`src/hdl/pfde_pkg.sv`:
```
// ----------------------------------------------------------------------------
// Page framebuffer draw engine package
// Shared types and constants: request codes, decoded commands and the
// sequencer states of the back end.
// ----------------------------------------------------------------------------
package pfde_pkg;

   // Request codes on req_type.
   localparam logic [2:0] REQ_PIXEL   = 3'd0;
   localparam logic [2:0] REQ_FILL    = 3'd1;
   localparam logic [2:0] REQ_OUTLINE = 3'd2;
   localparam logic [2:0] REQ_SCREEN  = 3'd3;
   localparam logic [2:0] REQ_READ    = 3'd4;

   localparam int X_W        = 7;
   localparam int Y_W        = 6;
   localparam int PAGE_W     = 3;   // y / 8
   localparam int BIT_W      = 3;   // y mod 8
   localparam int OFFSET_W   = 2;
   localparam int COL_SUM_W  = 9;   // x plus offset, compared against up to 511 columns
   localparam int PAGE_CMP_W = 5;   // page compared against up to 31 pages
   localparam int QUEUE_DEPTH = 2;

   localparam logic [7:0] BYTE_ZERO = 8'h00;
   localparam logic [7:0] BYTE_ONES = 8'hFF;
   localparam logic [OFFSET_W-1:0] OFFSET_RESET = 2'd2;

   typedef enum logic [2:0] {
      OP_NOP,
      OP_RECT,
      OP_OUTLINE,
      OP_SCREEN,
      OP_READ
   } op_type;

   typedef struct packed {
      op_type          op;
      logic [X_W-1:0]  x0;
      logic [X_W-1:0]  x1;
      logic [Y_W-1:0]  y0;
      logic [Y_W-1:0]  y1;
      logic            white;
   } cmd_type;

   typedef enum logic [2:0] {
      S_CLEAR,
      S_IDLE,
      S_RECT,
      S_FILL,
      S_READ,
      S_DONE
   } state_type;

   typedef struct packed {
      logic clearing;
   } back_stat_type;

endpackage

```
`src/hdl/pfde_front.sv`:
```
// ----------------------------------------------------------------------------
// Front end
// Accepts requests, sorts rectangle corners and turns each request into a
// command word for the queue.
// ----------------------------------------------------------------------------
module pfde_front (
   input  logic                  start,
   output logic                  busy,
   input  logic [2:0]            req_type,
   input  logic [6:0]            req_x_first,
   input  logic [5:0]            req_y_first,
   input  logic [6:0]            req_x_second,
   input  logic [5:0]            req_y_second,
   input  logic                  req_colour,
   input  logic                  queue_full,
   input  pfde_pkg::back_stat_type back_stat,
   output logic                  push,
   output pfde_pkg::cmd_type     cmd
);
   import pfde_pkg::*;

   logic [X_W-1:0] x_lo, x_hi;
   logic [Y_W-1:0] y_lo, y_hi;

   assign busy = queue_full | back_stat.clearing;
   assign push = start & ~busy;

   assign x_lo = (req_x_first < req_x_second) ? req_x_first  : req_x_second;
   assign x_hi = (req_x_first < req_x_second) ? req_x_second : req_x_first;
   assign y_lo = (req_y_first < req_y_second) ? req_y_first  : req_y_second;
   assign y_hi = (req_y_first < req_y_second) ? req_y_second : req_y_first;

   always_comb begin
      cmd.white = req_colour;
      cmd.x0    = req_x_first;
      cmd.x1    = req_x_first;
      cmd.y0    = req_y_first;
      cmd.y1    = req_y_first;
      unique case (req_type)
         REQ_PIXEL: begin
            // A single pixel is a one by one filled rectangle.
            cmd.op = OP_RECT;
         end
         REQ_FILL: begin
            cmd.op = OP_RECT;
            cmd.x0 = x_lo;
            cmd.x1 = x_hi;
            cmd.y0 = y_lo;
            cmd.y1 = y_hi;
         end
         REQ_OUTLINE: begin
            cmd.op = OP_OUTLINE;
            cmd.x0 = x_lo;
            cmd.x1 = x_hi;
            cmd.y0 = y_lo;
            cmd.y1 = y_hi;
         end
         REQ_SCREEN: cmd.op = OP_SCREEN;
         REQ_READ:   cmd.op = OP_READ;
         default:    cmd.op = OP_NOP;
      endcase
   end

endmodule

```
`config.mk`:
```
export PLATFORM = sky130hd
export DESIGN_NAME = pfde_front
export DESIGN_NICKNAME = d
export VERILOG_FILES = /design/src/hdl/pfde_pkg.sv /design/src/hdl/pfde_front.sv
export SDC_FILE = /design/constraint.sdc
export NUM_CORES = 1
export LEC_CHECK = 0
export BUFFER_PORTS_ARGS = -buffer_cell sky130_fd_sc_hd__clkbuf_2
export CELL_PAD_IN_SITES_DETAIL_PLACEMENT = 2
export CELL_PAD_IN_SITES_GLOBAL_PLACEMENT = 2
export CORE_UTILIZATION = 21
export DETAILED_ROUTE_END_ITERATION = 8
export GPL_TIMING_DRIVEN = 0
export PLACE_DENSITY_LB_ADDON = 0.2
export SYNTH_ARGS = -nofsm -noshare
export SYNTH_HDL_FRONTEND = slang
export SYNTH_SLANG_ARGS = --single-unit
```
`constraint.sdc`:
```
create_clock -name vclk -period 4.1
set_clock_uncertainty 0.15 [all_clocks]
set_input_delay 0.615 -clock vclk [all_inputs]
set_output_delay 0.615 -clock vclk [all_outputs]
set_load 0.1 [all_outputs]
```
After elaboration in Yosys (flattened, before gate mapping)
Cells that the tools add are included.
- flip-flop bits (word level): 0
- $lt $le $gt $ge: 2
- reduce and logical (&&, ||, !) cells: 3
- bitwise operators: 3
- equal/unequal tests: 4
- multiplexer cells: 6
- operators by type and width (kind ; number):
    26-bit 2-to-1 mux ; 1
    7-bit 2-to-1 mux ; 2
    6-bit 2-to-1 mux ; 2
    3-bit case mux with 4 select lines ; 1
    7-bit less-than comparator ; 1
    3-bit by 2-bit equality test with 1-bit output (second input constant) ; 2
    6-bit less-than comparator ; 1
    2-bit OR reduction ; 2
    3-bit by 1-bit equality test with 1-bit output (second input constant) ; 1
    3-bit equality test (second input constant) ; 1
    3-bit logical NOT ; 1
    1-bit AND ; 1
    1-bit NOT ; 1
    1-bit bitwise OR ; 1

Logic depth before layout (Yosys ltp)
- depth after elaboration: 3
- gate-level depth with buffers: 7

Worst setup path after synthesis
Ideal clock, no wire load.
- path type: input -> output
- from: in req_type[1]
- to: out cmd[29] in the netlist's numbering
- buffers on the path: 0
- stages on the path: 1
- data arrival time: 2827 ps
- slack: 508 ps
- required time: 3335 ps
- path through: nor3b_1
- word-level cells in the longest chain between the ends: 3
- elaborated cells on any way between the ends: 7
- classes of those cells: 4 x eq/ne; 1 x mux; 2 x reduce/logical
- RTL lines (item ; RTL line ; RTL):
    start, declared ; pfde_front.sv:9 ; input logic [2:0] req_type,
    3-bit by 1-bit equality test with 1-bit output / 3-bit logical NOT (equally long branches) ; pfde_front.sv:39 ; unique case (req_type)
    2-bit OR reduction (no source line) ; n/a ;
    3-bit case mux with 4 select lines * ; pfde_front.sv:39 ;
    end, declared ; pfde_front.sv:18 ; output pfde_pkg::cmd_type cmd
Every way passes the cells marked *; elsewhere a longest branch is shown, timed or not.

==> flow_summary_export.csv <==
group,metric,value,unit
status,status,"finished clean",
die,fp.dieH,59.9,um
die,start_util,22.7,%
finish,seq_area,0,um^2
critical_path,crit_required,3.34,ns
route,wl,2310,um
synthesis,synth_warnings,0,
timing,fin_crit_sh,85.8,%
timing,rsz0062_at_grt,"no",
finish,drive_above_1_share,69.0,%
timing,worstMarginPinSlew,0.699,ns
route,vias,835,
clock_network,post_cts_buffers,0,
die,io_pins,65,
critical_path,critical_path_class,"in -> out",
clock_network,cts_resized,0,
pwr,power_density,291,nW/um^2
finish,layout.nets,188,
finish,num-fill-cells,402,
die,fp-row-count,20,
route,ant_nets,0,
die,fp.dieArea,3580,um^2
pwr,p_total,0.314,mW
critical_path,cp_common_cell,"clkbuf_2",
route,drc,0,
critical_path,crit_family,"simple AND/OR/NAND/NOR gates",
pwr,peakVddDrop,0.000108,V
finish,seq_cells,0,
placed_design,place_congestion,0.635,
finish,diodes,0,
finish,nClkBuffers,0,
grt,grt_max_degree,8,
run,maxCapViolCount,0,
route,drtIter0Drc,1,
timing,slew_headroom,53.1,%
route,first_pass_iters,2,
synthesis,syn_area,703,um^2
pwr,p_leak,0.619,nW
critical_path,path_max_fanout,7,
hold_path,hold_path_class,"in -> out",
critical_path,crit_path_start,"req_x_second[4]",
placed_design,place_area,1080,um^2
critical_path,critPathMaxStageDelay,0.58,ns
finish,fin_util,34.8,%
route,wl_per_cell,12.4,um
placed_design,place_hpwl,2130,um
timing,hold_viol,0,
synthesis,yosysUniqueCellTypes,25,
timing,tns,0,ns
grt,grt_pass1_wl,3480,um
finish,final_cell_area,1080,um^2
grt,grt_pass1_vias,831,
die,core-area,3100,um^2
critical_path,path_cells,"clkbuf_2 > inv_1 > ha_1 > nand4_1 > nor2_1 > a211oi_2 > nor3_2 > mux2_2 > clkbuf_2",
timing,setup_viol,0,
finish,area_growth,53.4,%
grt,track_usage,12.3,%
synthesis,avgSynthCellArea,9.02,um^2
timing,fmax,284,MHz
critical_path,cp.arrival,2.75,ns
placed_design,portBuffers,64,
critical_path,crit_path_start_kind,"primary input",
grt,antenna_found_initial,0,
hold_path,hp-start,"req_colour",
synthesis,synth_nets,122,
clock_network,hold_buffers,0,
critical_path,crit_slowest_cell,"nor3_2",
synthesis,syn_inst,78,
timing,min_period,3.52,ns
grt,overflow,0,
critical_path,path_buf_inv,3,
critical_path,endpoint_kind,"primary output",
die,die_w,59.9,um
timing,drv_slew,0,
synthesis,ys_seq_area_share,0,%
route,routed_via_density,4.49,
==> where the power goes <==
group / internal, mW / total [mW] / switching [mW]
clock: 0 / 0 / 0
combinational: 0.0694 / 0.314 / 0.244
sequential: 0 / 0 / 0
total: 0.0694 / 0.314 / 0.244
==> metrics by stage <==
stage / hold WS (ns) / setup slack [ns] / cells
2_1_floorplan: 1.29 / 0.508 / 78
3_3_place_gp: 1.54 / 0.638 / 186
3_5_place_dp: 1.54 / 0.560 / 186
4_1_cts: 1.54 / 0.551 / 186
5_1_grt: 1.56 / 0.435 / 186
6_report: 1.54 / 0.582 / 186
==> synthesized netlist by cell type, drive strengths merged <==
library cell,number,area share [%]
or2,1,0.89
o21ai,2,1.4
mux2,26,45
inv,13,6.9
xnor2,1,1.2
nor2b,1,0.89
a211oi,3,3.9
nor3b,1,1.1
a211o,2,3.7
a21oi,1,0.71
nand3,2,2.1
ha,11,20
nand2,2,1.4
o2111ai,1,2.1
nand4,1,0.89
nand2b,2,1.8
or3b,1,1.2
nor2,5,2.7
buf,1,1.1
nor3,1,1.4
==> path summary, 6_finish.rpt <==
check / slack [ns] / endpoint / depth (start not counted)
setup / recovery: 0.58 / cmd[20] / 9
hold / removal: 1.54 / cmd[0] / 2
==> layout by cell type, fill, tap and decap left out, types with 2 or more instances in the layout <==
cell	synthesis	routed
mux2_4	6	6
inv_1	13	13
o21ai_0	2	2
mux2_2	20	20
clkbuf_2	0	64
a211oi_1	2	2
nor2_1	5	5
ha_1	11	11
nand2b_1	2	2
==> metal layers <==
layer / wire [um] / GRT usage, %
met2: 1280 / 26.8
met5: 0 / 0
met3: 169 / 0.649
met1: 863 / 13.1
met4: 0 / 0
==> cell type report <==
type                            instances  area (um^2)  share of cell area [%]
Multi-Input combinational cell         64          647                    60.0
Inverter                               13         48.8                    4.52
Tap cell                               44         55.1                    5.10
Buffer                                  1         7.51                   0.696
Timing Repair Buffer                   64          320                    29.7
==> logic make-up after synthesis <==
| group | Yosys count | share of synthesized area (%) |
|---|---|---|
| AO/OA/AOI/OAI | 9 | 11.9 |
| XOR/XNOR | 1 | 1.25 |
| buffers and inverters | 14 | 8.01 |
| multiplexers | 26 | 44.8 |
| adder cells (fa/ha/maj) | 11 | 19.6 |
| AND/OR/NAND/NOR | 17 | 14.4 |
Power figures use the tool's default switching activity.
