## src/hdl/pfde_pkg.sv

```systemverilog
// ----------------------------------------------------------------------------
// Page framebuffer draw engine package
// Shared types and constants: request codes, decoded commands and the
// sequencer states of the back end.
// ----------------------------------------------------------------------------
package pfde_pkg;

   // Request codes on req_type.
   localparam logic [2:0] REQ_PIXEL   = 3'd0;
   localparam logic [2:0] REQ_FILL    = 3'd1;
   localparam logic [2:0] REQ_OUTLINE = 3'd2;
   localparam logic [2:0] REQ_SCREEN  = 3'd3;
   localparam logic [2:0] REQ_READ    = 3'd4;

   localparam int X_W        = 7;
   localparam int Y_W        = 6;
   localparam int PAGE_W     = 3;   // y / 8
   localparam int BIT_W      = 3;   // y mod 8
   localparam int OFFSET_W   = 2;
   localparam int COL_SUM_W  = 9;   // x plus offset, compared against up to 511 columns
   localparam int PAGE_CMP_W = 5;   // page compared against up to 31 pages
   localparam int QUEUE_DEPTH = 2;

   localparam logic [7:0] BYTE_ZERO = 8'h00;
   localparam logic [7:0] BYTE_ONES = 8'hFF;
   localparam logic [OFFSET_W-1:0] OFFSET_RESET = 2'd2;

   typedef enum logic [2:0] {
      OP_NOP,
      OP_RECT,
      OP_OUTLINE,
      OP_SCREEN,
      OP_READ
   } op_type;

   typedef struct packed {
      op_type          op;
      logic [X_W-1:0]  x0;
      logic [X_W-1:0]  x1;
      logic [Y_W-1:0]  y0;
      logic [Y_W-1:0]  y1;
      logic            white;
   } cmd_type;

   typedef enum logic [2:0] {
      S_CLEAR,
      S_IDLE,
      S_RECT,
      S_FILL,
      S_READ,
      S_DONE
   } state_type;

   typedef struct packed {
      logic clearing;
   } back_stat_type;

endpackage

```

## src/hdl/pfde_queue.sv

```systemverilog
// ----------------------------------------------------------------------------
// Command queue
// Short first-in first-out buffer of command words between front and back.
// ----------------------------------------------------------------------------
module pfde_queue (
   input  logic              clock,
   input  logic              reset,
   input  logic              push,
   input  pfde_pkg::cmd_type push_cmd,
   input  logic              pop,
   output logic              full,
   output logic              not_empty,
   output pfde_pkg::cmd_type head
);
   import pfde_pkg::*;

   localparam int QW = $clog2(QUEUE_DEPTH);

   cmd_type       entry_ff [QUEUE_DEPTH];
   logic [QW-1:0] wptr_ff, wptr_in;
   logic [QW-1:0] rptr_ff, rptr_in;
   logic [QW:0]   count_ff, count_in;

   assign full      = (count_ff == (QW+1)'(QUEUE_DEPTH));
   assign not_empty = (count_ff != '0);
   assign head      = entry_ff[rptr_ff];

   always_comb begin
      wptr_in  = wptr_ff;
      rptr_in  = rptr_ff;
      count_in = count_ff;
      if (push) begin
         wptr_in = (wptr_ff == QW'(QUEUE_DEPTH-1)) ? '0 : wptr_ff + 1'b1;
      end
      if (pop) begin
         rptr_in = (rptr_ff == QW'(QUEUE_DEPTH-1)) ? '0 : rptr_ff + 1'b1;
      end
      if (push && !pop) begin
         count_in = count_ff + 1'b1;
      end else if (pop && !push) begin
         count_in = count_ff - 1'b1;
      end
   end

   always_ff @(posedge clock) begin
      if (reset) begin
         wptr_ff  <= '0;
         rptr_ff  <= '0;
         count_ff <= '0;
      end else begin
         wptr_ff  <= wptr_in;
         rptr_ff  <= rptr_in;
         count_ff <= count_in;
      end
   end

   always_ff @(posedge clock) begin
      if (push) begin
         entry_ff[wptr_ff] <= push_cmd;
      end
   end

endmodule

```

## config.mk

```make
export PLATFORM = sky130hd
export DESIGN_NAME = pfde_queue
export DESIGN_NICKNAME = d
export VERILOG_FILES = /design/src/hdl/pfde_pkg.sv /design/src/hdl/pfde_queue.sv
export SDC_FILE = /design/constraint.sdc
export NUM_CORES = 1
export LEC_CHECK = 0
export ABC_AREA = 1
export BUFFER_PORTS_ARGS = -buffer_cell sky130_fd_sc_hd__buf_2
export CAP_MARGIN = 10
export CELL_PAD_IN_SITES_DETAIL_PLACEMENT = 1
export CELL_PAD_IN_SITES_GLOBAL_PLACEMENT = 2
export CORE_ASPECT_RATIO = 1.2
export CORE_MARGIN = 8
export CORE_UTILIZATION = 37
export CTS_CLUSTER_DIAMETER = 150
export DETAILED_ROUTE_END_ITERATION = 10
export GPL_ROUTABILITY_DRIVEN = 0
export PLACE_DENSITY = 0.89
export SETUP_SLACK_MARGIN = 0.05
export SLEW_MARGIN = 20
export SYNTH_ARGS = -nofsm -noshare
export SYNTH_HDL_FRONTEND = slang
export SYNTH_SLANG_ARGS = --single-unit
```

## constraint.sdc

```tcl
create_clock -name clock -period 2.4 [get_ports clock]
set_clock_uncertainty 0.1 [all_clocks]
set_input_delay 0.12 -clock clock [delete_from_list [all_inputs] [get_ports clock]]
set_output_delay 0.12 -clock clock [all_outputs]
set_load 0.1 [all_outputs]
```

### Word level (Yosys, flattened, before mapping)

Memory sizes are Yosys's and may differ from the RTL's. A register that Yosys moved wholly into a read port is not among the register bits.
Cells that the tools add are included.

* add/sub/neg operators: 4
* equal/unequal tests: 1
* mux-type cells: 8
* reduce and logical (&&, ||, !) cells: 6

Operator list (number)
* 1-bit 2-to-1 mux: 6
* 2-bit 2-to-1 mux: 2
* 2-bit nonzero test: 2
* 1-bit adder (second input constant): 2
* 2-bit by 1-bit adder with 2-bit output (second input constant): 1
* 2-bit == test (second input constant): 1
* 1-bit logical AND: 2
* 1-bit zero test: 2
* 2-bit by 1-bit subtractor with 2-bit output (second input constant): 1

* bits in registers: 4
* RAM bits: 60
* bits of input ports: 34
* output and inout port bits: 32
* logic and storage cells: 23
* memories: 1

Memories
* entry_ff: depth 2, width 30, read ports 1, clocked after memory_dff 1, write ports 1, line pfde_queue.sv:19 `cmd_type entry_ff [QUEUE_DEPTH];`

### Depth between registers and ports, before layout

Gate-level depths: netlist (run 1).

* word-level depth: 4
* gate-level depth with buffers: 8
* depth with buffers taken out: 8

### Worst setup path after synthesis (run 1)

No wires, ideal clock.

* kind: flip-flop to flip-flop
* from: reg wptr_ff
* to: mem entry_ff[0][0] (netlist bit) (enable)
* setup time: 418 ps
* data arrival time: 1594 ps
* required time: 1882 ps
* path slack: 288 ps
* cell stages (with the launch flop): 2
* buffers on the path: 0
* clock period less this slack: 2112 ps
* cell sequence: dfxtp_1 > nor2_1

RTL lines
* start, declared: line pfde_queue.sv:20 `logic [QW-1:0] wptr_ff, wptr_in;`
* start signal, assigned: line pfde_queue.sv:51 `wptr_ff <= wptr_in;`
* end, declared: line pfde_queue.sv:19

No word-level cell before the write port.

==> results.rst, run 1 <==
.. list-table::
   :header-rows: 1

   * - Metric
     - Value
   * - Gr ovfl total
     - 0
   * - Number of failing setup endpoints in the final timing report
     - 0
   * - Post-cts gate resize count
     - 0
   * - Number of clock buffers inserted by TritonCTS
     - 9
   * - Combined global-route utilization of all metal layers
     - 11.27%
   * - First DRT Iteration DRCs
     - 52
   * - Cell type group with the largest total delay on the critical path
     - buffers and inverters
   * - Starting density of the core
     - 37.56%
   * - Max-Cap Viols
     - 0
   * - Power consumption
     - 2961 µW
   * - Filler-free cell count of the finished design
     - 328
   * - Reg-to-Reg Start
     - wptr_ff$_SDFFE_PP0P_
   * - Largest cells by area after synthesis
     - edfxtp_1 (72%), mux2_4 (18%), dfxtp_1 (4.0%)
   * - Number of iterations in the first detailed-routing pass
     - 4
   * - Number of cells after detailed placement
     - 279
   * - Placement Rows
     - 33
   * - Critical path arrival
     - 1880 ps
   * - Number of primary I/O pins
     - 66
   * - CP cell instances
     - buf_4 > mux2_4 > buf_2
   * - Total power per unit cell area
     - 852.7 nW/µm²
   * - Stage delay of the slowest cell on the critical path
     - 570 ps
   * - Overall routed net length
     - 5337 µm
   * - Die Footprint
     - 9694 µm²
   * - Aggregate negative setup slack
     - 0 ps
   * - Worst-path maximum fanout
     - 13
   * - Max frequency
     - 0.4754 GHz
   * - Post-DP HPWL
     - 3659 µm
   * - Number of vias per cell
     - 4.439
   * - Register bit count reported by yosys
     - 65
   * - Min Hold Slack
     - 9.406 ps
   * - Sequential area share after synthesis
     - 75.70%
   * - Most instantiated flip-flop cell in the synthesis netlist
     - edfxtp_1
   * - Buffer levels on the longest clock path
     - 2
   * - Maximum number of pins on one net before global-route repair
     - 31
   * - Area Overhead vs Synth
     - 38.20%
   * - Required time worst endpoint
     - 2180 ps
   * - Crit path kind
     - reg2out
   * - Core Footprint
     - 6689 µm²
   * - Syn avg cell area
     - 19.94 µm²
   * - Most common library cells after synthesis
     - edfxtp_1 (60), mux2_4 (30), inv_1 (9), nand2_1 (6), nor2_1 (6)
   * - Synthesized netlist net count
     - 161
   * - IO Port Bufs
     - 65
   * - Min-Delay Startpoint
     - push
   * - CTS tree
     - built
   * - Cells after synthesis
     - 126
   * - CP max-delay cell
     - dfxtp_2
   * - Total vias in the final route
     - 1,456
   * - Number of hold buffers added after cts
     - 33
   * - Clock tree sinks
     - 65
   * - Worst Setup Start Kind
     - flip-flop
   * - First-pass GRT wire length
     - 8142 µm
   * - Cell variety after synth
     - 14
   * - Detailed-route wire length per cell
     - 16.27 µm
   * - Netlist area before placement
     - 2512 µm²
   * - Yosys warning count
     - 0
   * - Clock H-tree levels
     - 3
   * - Net count, final
     - 271
   * - Antenna violations before repair
     - 0
   * - Final period utilization
     - 87.64%
   * - Diode count
     - 0
   * - Highest ir drop seen on vdd
     - 0.4176 mV
   * - Clock transition at the registers of the reported paths
     - 70 ps
   * - Critical Path Sink Type
     - output port
   * - Total setup buffers inserted after CTS
     - 0
   * - Crit path buf inv count
     - 2
   * - Hold Crit Class
     - in2reg
   * - DR DRC count
     - 0
   * - Height of the die
     - 106.3 µm
   * - Area fraction of the dominant cell type after synthesis
     - 71.71%
   * - Max-slew headroom
     - 66.95%
   * - Share of cells above drive strength 1
     - 48.13%
   * - Antenna Violating Nets Remaining
     - 0
   * - Slew at the pin closest to its max-slew limit
     - 499.2 ps
   * - Buffer type at the clock tree root
     - clkbuf_8
   * - Max-slew violations
     - 0
   * - Die X
     - 91.23 µm
   * - Library cell occupying the most area in the post-synthesis netlist
     - edfxtp_1
   * - Final Hold Violating Endpoints
     - 0
   * - Time the worst path needs with I/O delays and setup
     - 2103 ps
   * - Most repeated cell in the gate-level netlist after synthesis
     - edfxtp_1
   * - Result of the run
     - complete, no violations
   * - Leakage power
     - 0.001430 µW
   * - Share of flip-flops with an asynchronous set or reset after synthesis
     - 0%
   * - Unrepaired setup endpoints after global routing
     - false
   * - Source-to-sink clock delay at the later pin of the worst-skew pair
     - 330 ps
   * - Number of enable flip-flop cells after synthesis
     - 60
   * - Number of global-route vias before repair
     - 1,595
[cells in the final DEF, fill, tap and decap left out]
master | netlist | layout
nor3_1 | 1 | 1
nor2_2 | 0 | 1
bufinv_16 | 0 | 1
dfxtp_2 | 0 | 1
clkinvlp_4 | 0 | 2
dfxtp_1 | 5 | 4
clkbuf_8 | 0 | 9
o21ai_0 | 1 | 1
buf_2 | 0 | 65
xnor2_1 | 1 | 1
clkinv_4 | 0 | 2
buf_4 | 0 | 4
clkinv_2 | 0 | 1
edfxtp_1 | 60 | 60
inv_1 | 9 | 9
dlygate4sd3_1 | 0 | 33
nor2_1 | 6 | 5
clkinv_1 | 0 | 1
nand2_1 | 6 | 6
mux2_4 | 30 | 30
nand3_1 | 1 | 1
a21oi_1 | 1 | 1
ha_1 | 1 | 1
nand4_1 | 1 | 1
[routing by layer]
metal  global-route usage (%)  part of all wire [%]  up-vias
met4                    7.386                   2.8        0
li1                         -                     -      688
met1                    10.41                    37      699
met5                        0                     0        -
met3                    5.426                   8.1       12
met2                    19.42                    52       57
[sequential cells by signal (all words and copies together), names as in the netlist, named ones only]
register,flops
count_ff,2
entry_ff,60
rptr_ff,1
wptr_ff,1
[power breakdown]
part           switching, µW  total (µW)  internal [µW]
combinational            543         736            193
sequential              28.9        1340           1310
clock                    411         888            477
total                    983        2960           1980
[worst register-to-register path: cells and delay by family (launching register included)]
kind | cells | cell delay [ps]
buffers and inverters | 2 | 530
DFF | 1 | 360
and+or+nand+nor | 1 | 70
[cell families (layout without fill, tap and decap cells)]
kind of cell / Yosys count / after routing / synth area share, %
multiplexers: 30 / 30 / 17.93
adder cells (fa/ha/maj): 1 / 1 / 0.4979
flip-flops: 65 / 65 / 75.70
XOR/XNOR: 1 / 1 / 0.3487
AO/OA/AOI/OAI: 2 / 2 / 0.3980
buffers and inverters: 12 / 127 / 2.689
AND/OR/NAND/NOR: 15 / 15 / 2.440
[area by class of cell]
cell class | instances | area (µm²)
Fill cell | 661 | 3217
Sequential cell | 65 | 1903
Timing Repair Buffer | 102 | 685.7
Multi-Input combinational cell | 49 | 545.5
Clock buffer | 9 | 123.9
Tap cell | 87 | 108.9
Clock inverter | 7 | 71.32
Inverter | 9 | 33.78
[through the flow]
stage	setup slack, ps	instance area (µm²)	util, %
floorplan	288.1	2512	-
global placement	682.1	2947	44.05
detailed placement	645.1	2947	44.05
finish	296.6	3472	51.91
CTS	263.6	3472	51.91
global route	201.1	3472	51.91
[worst paths after layout]
check	endpoint	slack [ps]	depth (start not counted)
max reg2reg	entry_ff[1][16]$_DFFE_PP_	1000	3
max	head[8]	300	3
min	wptr_ff$_SDFFE_PP0P_	9	3
min reg2reg	wptr_ff$_SDFFE_PP0P_	440	2
Power figures use the tool's default switching activity.
==> run 2: changes to the inputs <==
Settings changed: CELL_PAD_IN_SITES_DETAIL_PLACEMENT 1 to unset, CELL_PAD_IN_SITES_GLOBAL_PLACEMENT 2 to unset, CORE_UTILIZATION 37 to 45, CTS_CLUSTER_SIZE set to 8, PLACE_DENSITY 0.89 to 0.81.
==> run 2 against run 1 <==
Core utilization up 11 points. Total power down 1.3%. Register-to-register slack worse by 60 ps. Clock power down 4.4%. Wire length down 13%. First-iteration DRC count up 73%. Non-clock buffer count unchanged. Maximum frequency up 8.1%. Sequential power about the same. Hold slack better by 410 ps. Critical path depth unchanged. Global-route usage up 0.52 points.
==> results.rst, run 2 (synthesized netlist as in run 1, its figures left out) <==
.. list-table::
   :header-rows: 1

   * - Metric
     - Value
   * - Aggregate negative setup slack
     - 0 ps (unchanged)
   * - Height of the die
     - 97.85 µm (was 106.3 µm)
   * - Stages on the worst setup path
     - 3 (unchanged)
   * - Source-to-sink clock delay at the later pin of the worst-skew pair
     - 320 ps (was 330 ps)
   * - Required time worst endpoint
     - 2180 ps (about the same)
   * - CP cell instances
     - buf_12 > mux2_4 > buf_2 (was buf_4 > mux2_4 > buf_2)
   * - Share of cells above drive strength 1
     - 47.72% (was 48.13%)
   * - Overall routed net length
     - 4668 µm (was 5337 µm)
   * - Crit path buf inv count
     - 2 (unchanged)
   * - Buffer type at the clock tree root
     - clkbuf_8 (unchanged)
   * - Total setup buffers inserted after CTS
     - 0 (unchanged)
   * - Area Overhead vs Synth
     - 37.75% (was 38.20%)
   * - Max frequency
     - 0.5141 GHz (was 0.4754 GHz)
   * - Net count, final
     - 271 (unchanged)
   * - Most frequent standard cell in the layout excluding fill and tap cells
     - buf_2 (unchanged)
   * - Number of vias per cell
     - 4.633 (was 4.439)
   * - Largest registers ranked by flip-flop count
     - entry_ff (60), count_ff (2) (unchanged)
   * - FF-to-FF path depth
     - 3 (unchanged)
   * - Reg-to-Reg Start
     - wptr_ff$_SDFFE_PP0P_ (unchanged)
   * - Total vias in the final route
     - 1,413 (was 1,456)
   * - Gr ovfl total
     - 0 (unchanged)
   * - Core Footprint
     - 5518 µm² (was 6689 µm²)
   * - Die Footprint
     - 8240 µm² (was 9694 µm²)
   * - Die X
     - 84.21 µm (was 91.23 µm)
   * - Number of clock buffers inserted by TritonCTS
     - 9 (unchanged)
   * - First DRT Iteration DRCs
     - 90 (was 52)
   * - Number of failing setup endpoints in the final timing report
     - 0 (unchanged)
   * - Max-slew headroom
     - 63.88% (was 66.95%)
   * - Worst-path maximum fanout
     - 22 (was 13)
   * - Hold Crit Class
     - in2reg (unchanged)
   * - Worst Setup Start Kind
     - flip-flop (unchanged)
   * - IO Port Bufs
     - 65 (unchanged)
   * - Antenna violations before repair
     - 0 (unchanged)
   * - Critical Path Sink Type
     - output port (unchanged)
   * - First-pass GRT wire length
     - 7700 µm (was 8142 µm)
   * - Post-DP HPWL
     - 3161 µm (was 3659 µm)
   * - Total power per unit cell area
     - 844.1 nW/µm² (was 852.7 nW/µm²)
   * - Diode count
     - 0 (unchanged)
   * - DR DRC count
     - 0 (unchanged)
   * - Number of global-route vias before repair
     - 1,646 (was 1,595)
   * - Clock transition at the registers of the reported paths
     - 60 ps (was 70 ps)
   * - Final period utilization
     - 81.05% (was 87.64%)
   * - Unrepaired setup endpoints after global routing
     - false (unchanged)
   * - Antenna Violating Nets Remaining
     - 0 (unchanged)
   * - Highest ir drop seen on vdd
     - 0.4037 mV (was 0.4176 mV)
   * - Placement Rows
     - 30 (was 33)
   * - Clock tree sinks
     - 65 (unchanged)
   * - Post-DP Area
     - 2935 µm² (was 2947 µm²)
   * - Detailed-route wire length per cell
     - 15.30 µm (was 16.27 µm)
   * - Combined global-route utilization of all metal layers
     - 11.78% (was 11.27%)
   * - Most flops, register
     - entry_ff (unchanged)
   * - Max-Cap Viols
     - 0 (unchanged)
   * - End point of the critical path
     - head[8] (unchanged)
   * - CP max-delay cell
     - dfxtp_2 (unchanged)
   * - Final Hold Violating Endpoints
     - 0 (unchanged)
   * - Stage delay of the slowest cell on the critical path
     - 530 ps (was 570 ps)
   * - Time the worst path needs with I/O delays and setup
     - 1945 ps (was 2103 ps)
   * - Final instance area
     - 3461 µm² (was 3472 µm²)
   * - Clock H-tree levels
     - 3 (unchanged)
   * - CTS tree
     - built (unchanged)
   * - Number of iterations in the first detailed-routing pass
     - 4 (unchanged)
   * - Number of primary I/O pins
     - 66 (unchanged)
   * - Starting density of the core
     - 45.53% (was 37.56%)
   * - Max FFs per register
     - 60 (unchanged)
   * - Critical path arrival
     - 1730 ps (was 1880 ps)
   * - Result of the run
     - complete, no violations (unchanged)
   * - Most used cells in the layout excluding fill and tap cells
     - buf_2 (65), edfxtp_1 (60), dlygate4sd3_1 (34) (was buf_2 (65), edfxtp_1 (60), dlygate4sd3_1 (33))
   * - Crit path kind
     - reg2out (unchanged)
   * - Maximum number of pins on one net before global-route repair
     - 31 (unchanged)
   * - Worst setup slack for register-to-register paths
     - 940 ps (was 1000 ps)
   * - Leakage power
     - 0.001439 µW (was 0.001430 µW)
   * - Cell type group with the largest total delay on the critical path
     - buffers and inverters (unchanged)
   * - Slew at the pin closest to its max-slew limit
     - 541.2 ps (was 499.2 ps)
   * - Max-slew violations
     - 0 (unchanged)
   * - Buffer levels on the longest clock path
     - 2 (unchanged)
   * - Endpoint of the worst-slack reg-to-reg timing path
     - entry_ff[1][19]$_DFFE_PP_ (was entry_ff[1][16]$_DFFE_PP_)
## run 2: how the worst min path moves through the flow
stage	start	to	slack, ps	cells after the start
2_1_floorplan	reset	flip-flop	90	1
3_3_place_gp	push_cmd[25]	entry_ff[1][25]$_DFFE_PP_	210	1
3_5_place_dp	push_cmd[29]	entry_ff[1][29]$_DFFE_PP_	210	1
4_1_cts	push_cmd[2]	entry_ff[0][2]$_DFFE_PP_	400	2
5_1_grt	push_cmd[23]	entry_ff[0][23]$_DFFE_PP_	420	2
6_report	push_cmd[11]	entry_ff[0][11]$_DFFE_PP_	420	2
## run 2: final cells by class
type | count | area [µm²]
clock buffer | 9 | 123.9
clock inverter | 7 | 61.31
fill | 393 | 2057
inverter | 9 | 33.78
multi-input combinational | 49 | 545.5
sequential | 65 | 1903
tap | 64 | 80.08
timing repair buffer | 102 | 713.2
## run 2: what timing repair did
item	4_1_cts	5_1_grt
hold buffers	34	0
endpoints found under the hold margin	64	0
gates resized for setup	0	0
## run 2: power by group
| group | switching (µW) | internal, µW |
|---|---|---|
| sequential | 25.7 | 1310 |
| clock | 380 | 468 |
| combinational | 541 | 198 |
| total | 947 | 1970 |
## run 2: layer usage
| metal | share of wire [%] | global-route usage [%] | up-vias |
|---|---|---|---|
| met3 | 5.5 | 2.998 | 4 |
| met4 | 1.4 | 7.989 | 0 |
| li1 | - | - | 688 |
| met5 | 0 | 0 | - |
| met2 | 54 | 21.19 | 42 |
| met1 | 39 | 11.41 | 679 |
## run 2: through the flow
stage | hold WS, ps | instances | setup slack, ps | utilization [%] | power, µW
floorplan | 92.38 | 126 | 288.1 | - | 1948
global route | 415.4 | 305 | 391.9 | 62.72 | 3027
global placement | 207.9 | 255 | 802.9 | 53.20 | 2048
detailed placement | 212.8 | 255 | 777.6 | 53.20 | 2059
finish | 418.0 | 305 | 454.9 | 62.72 | 2921
CTS | 403.8 | 305 | 418.1 | 62.72 | 2957
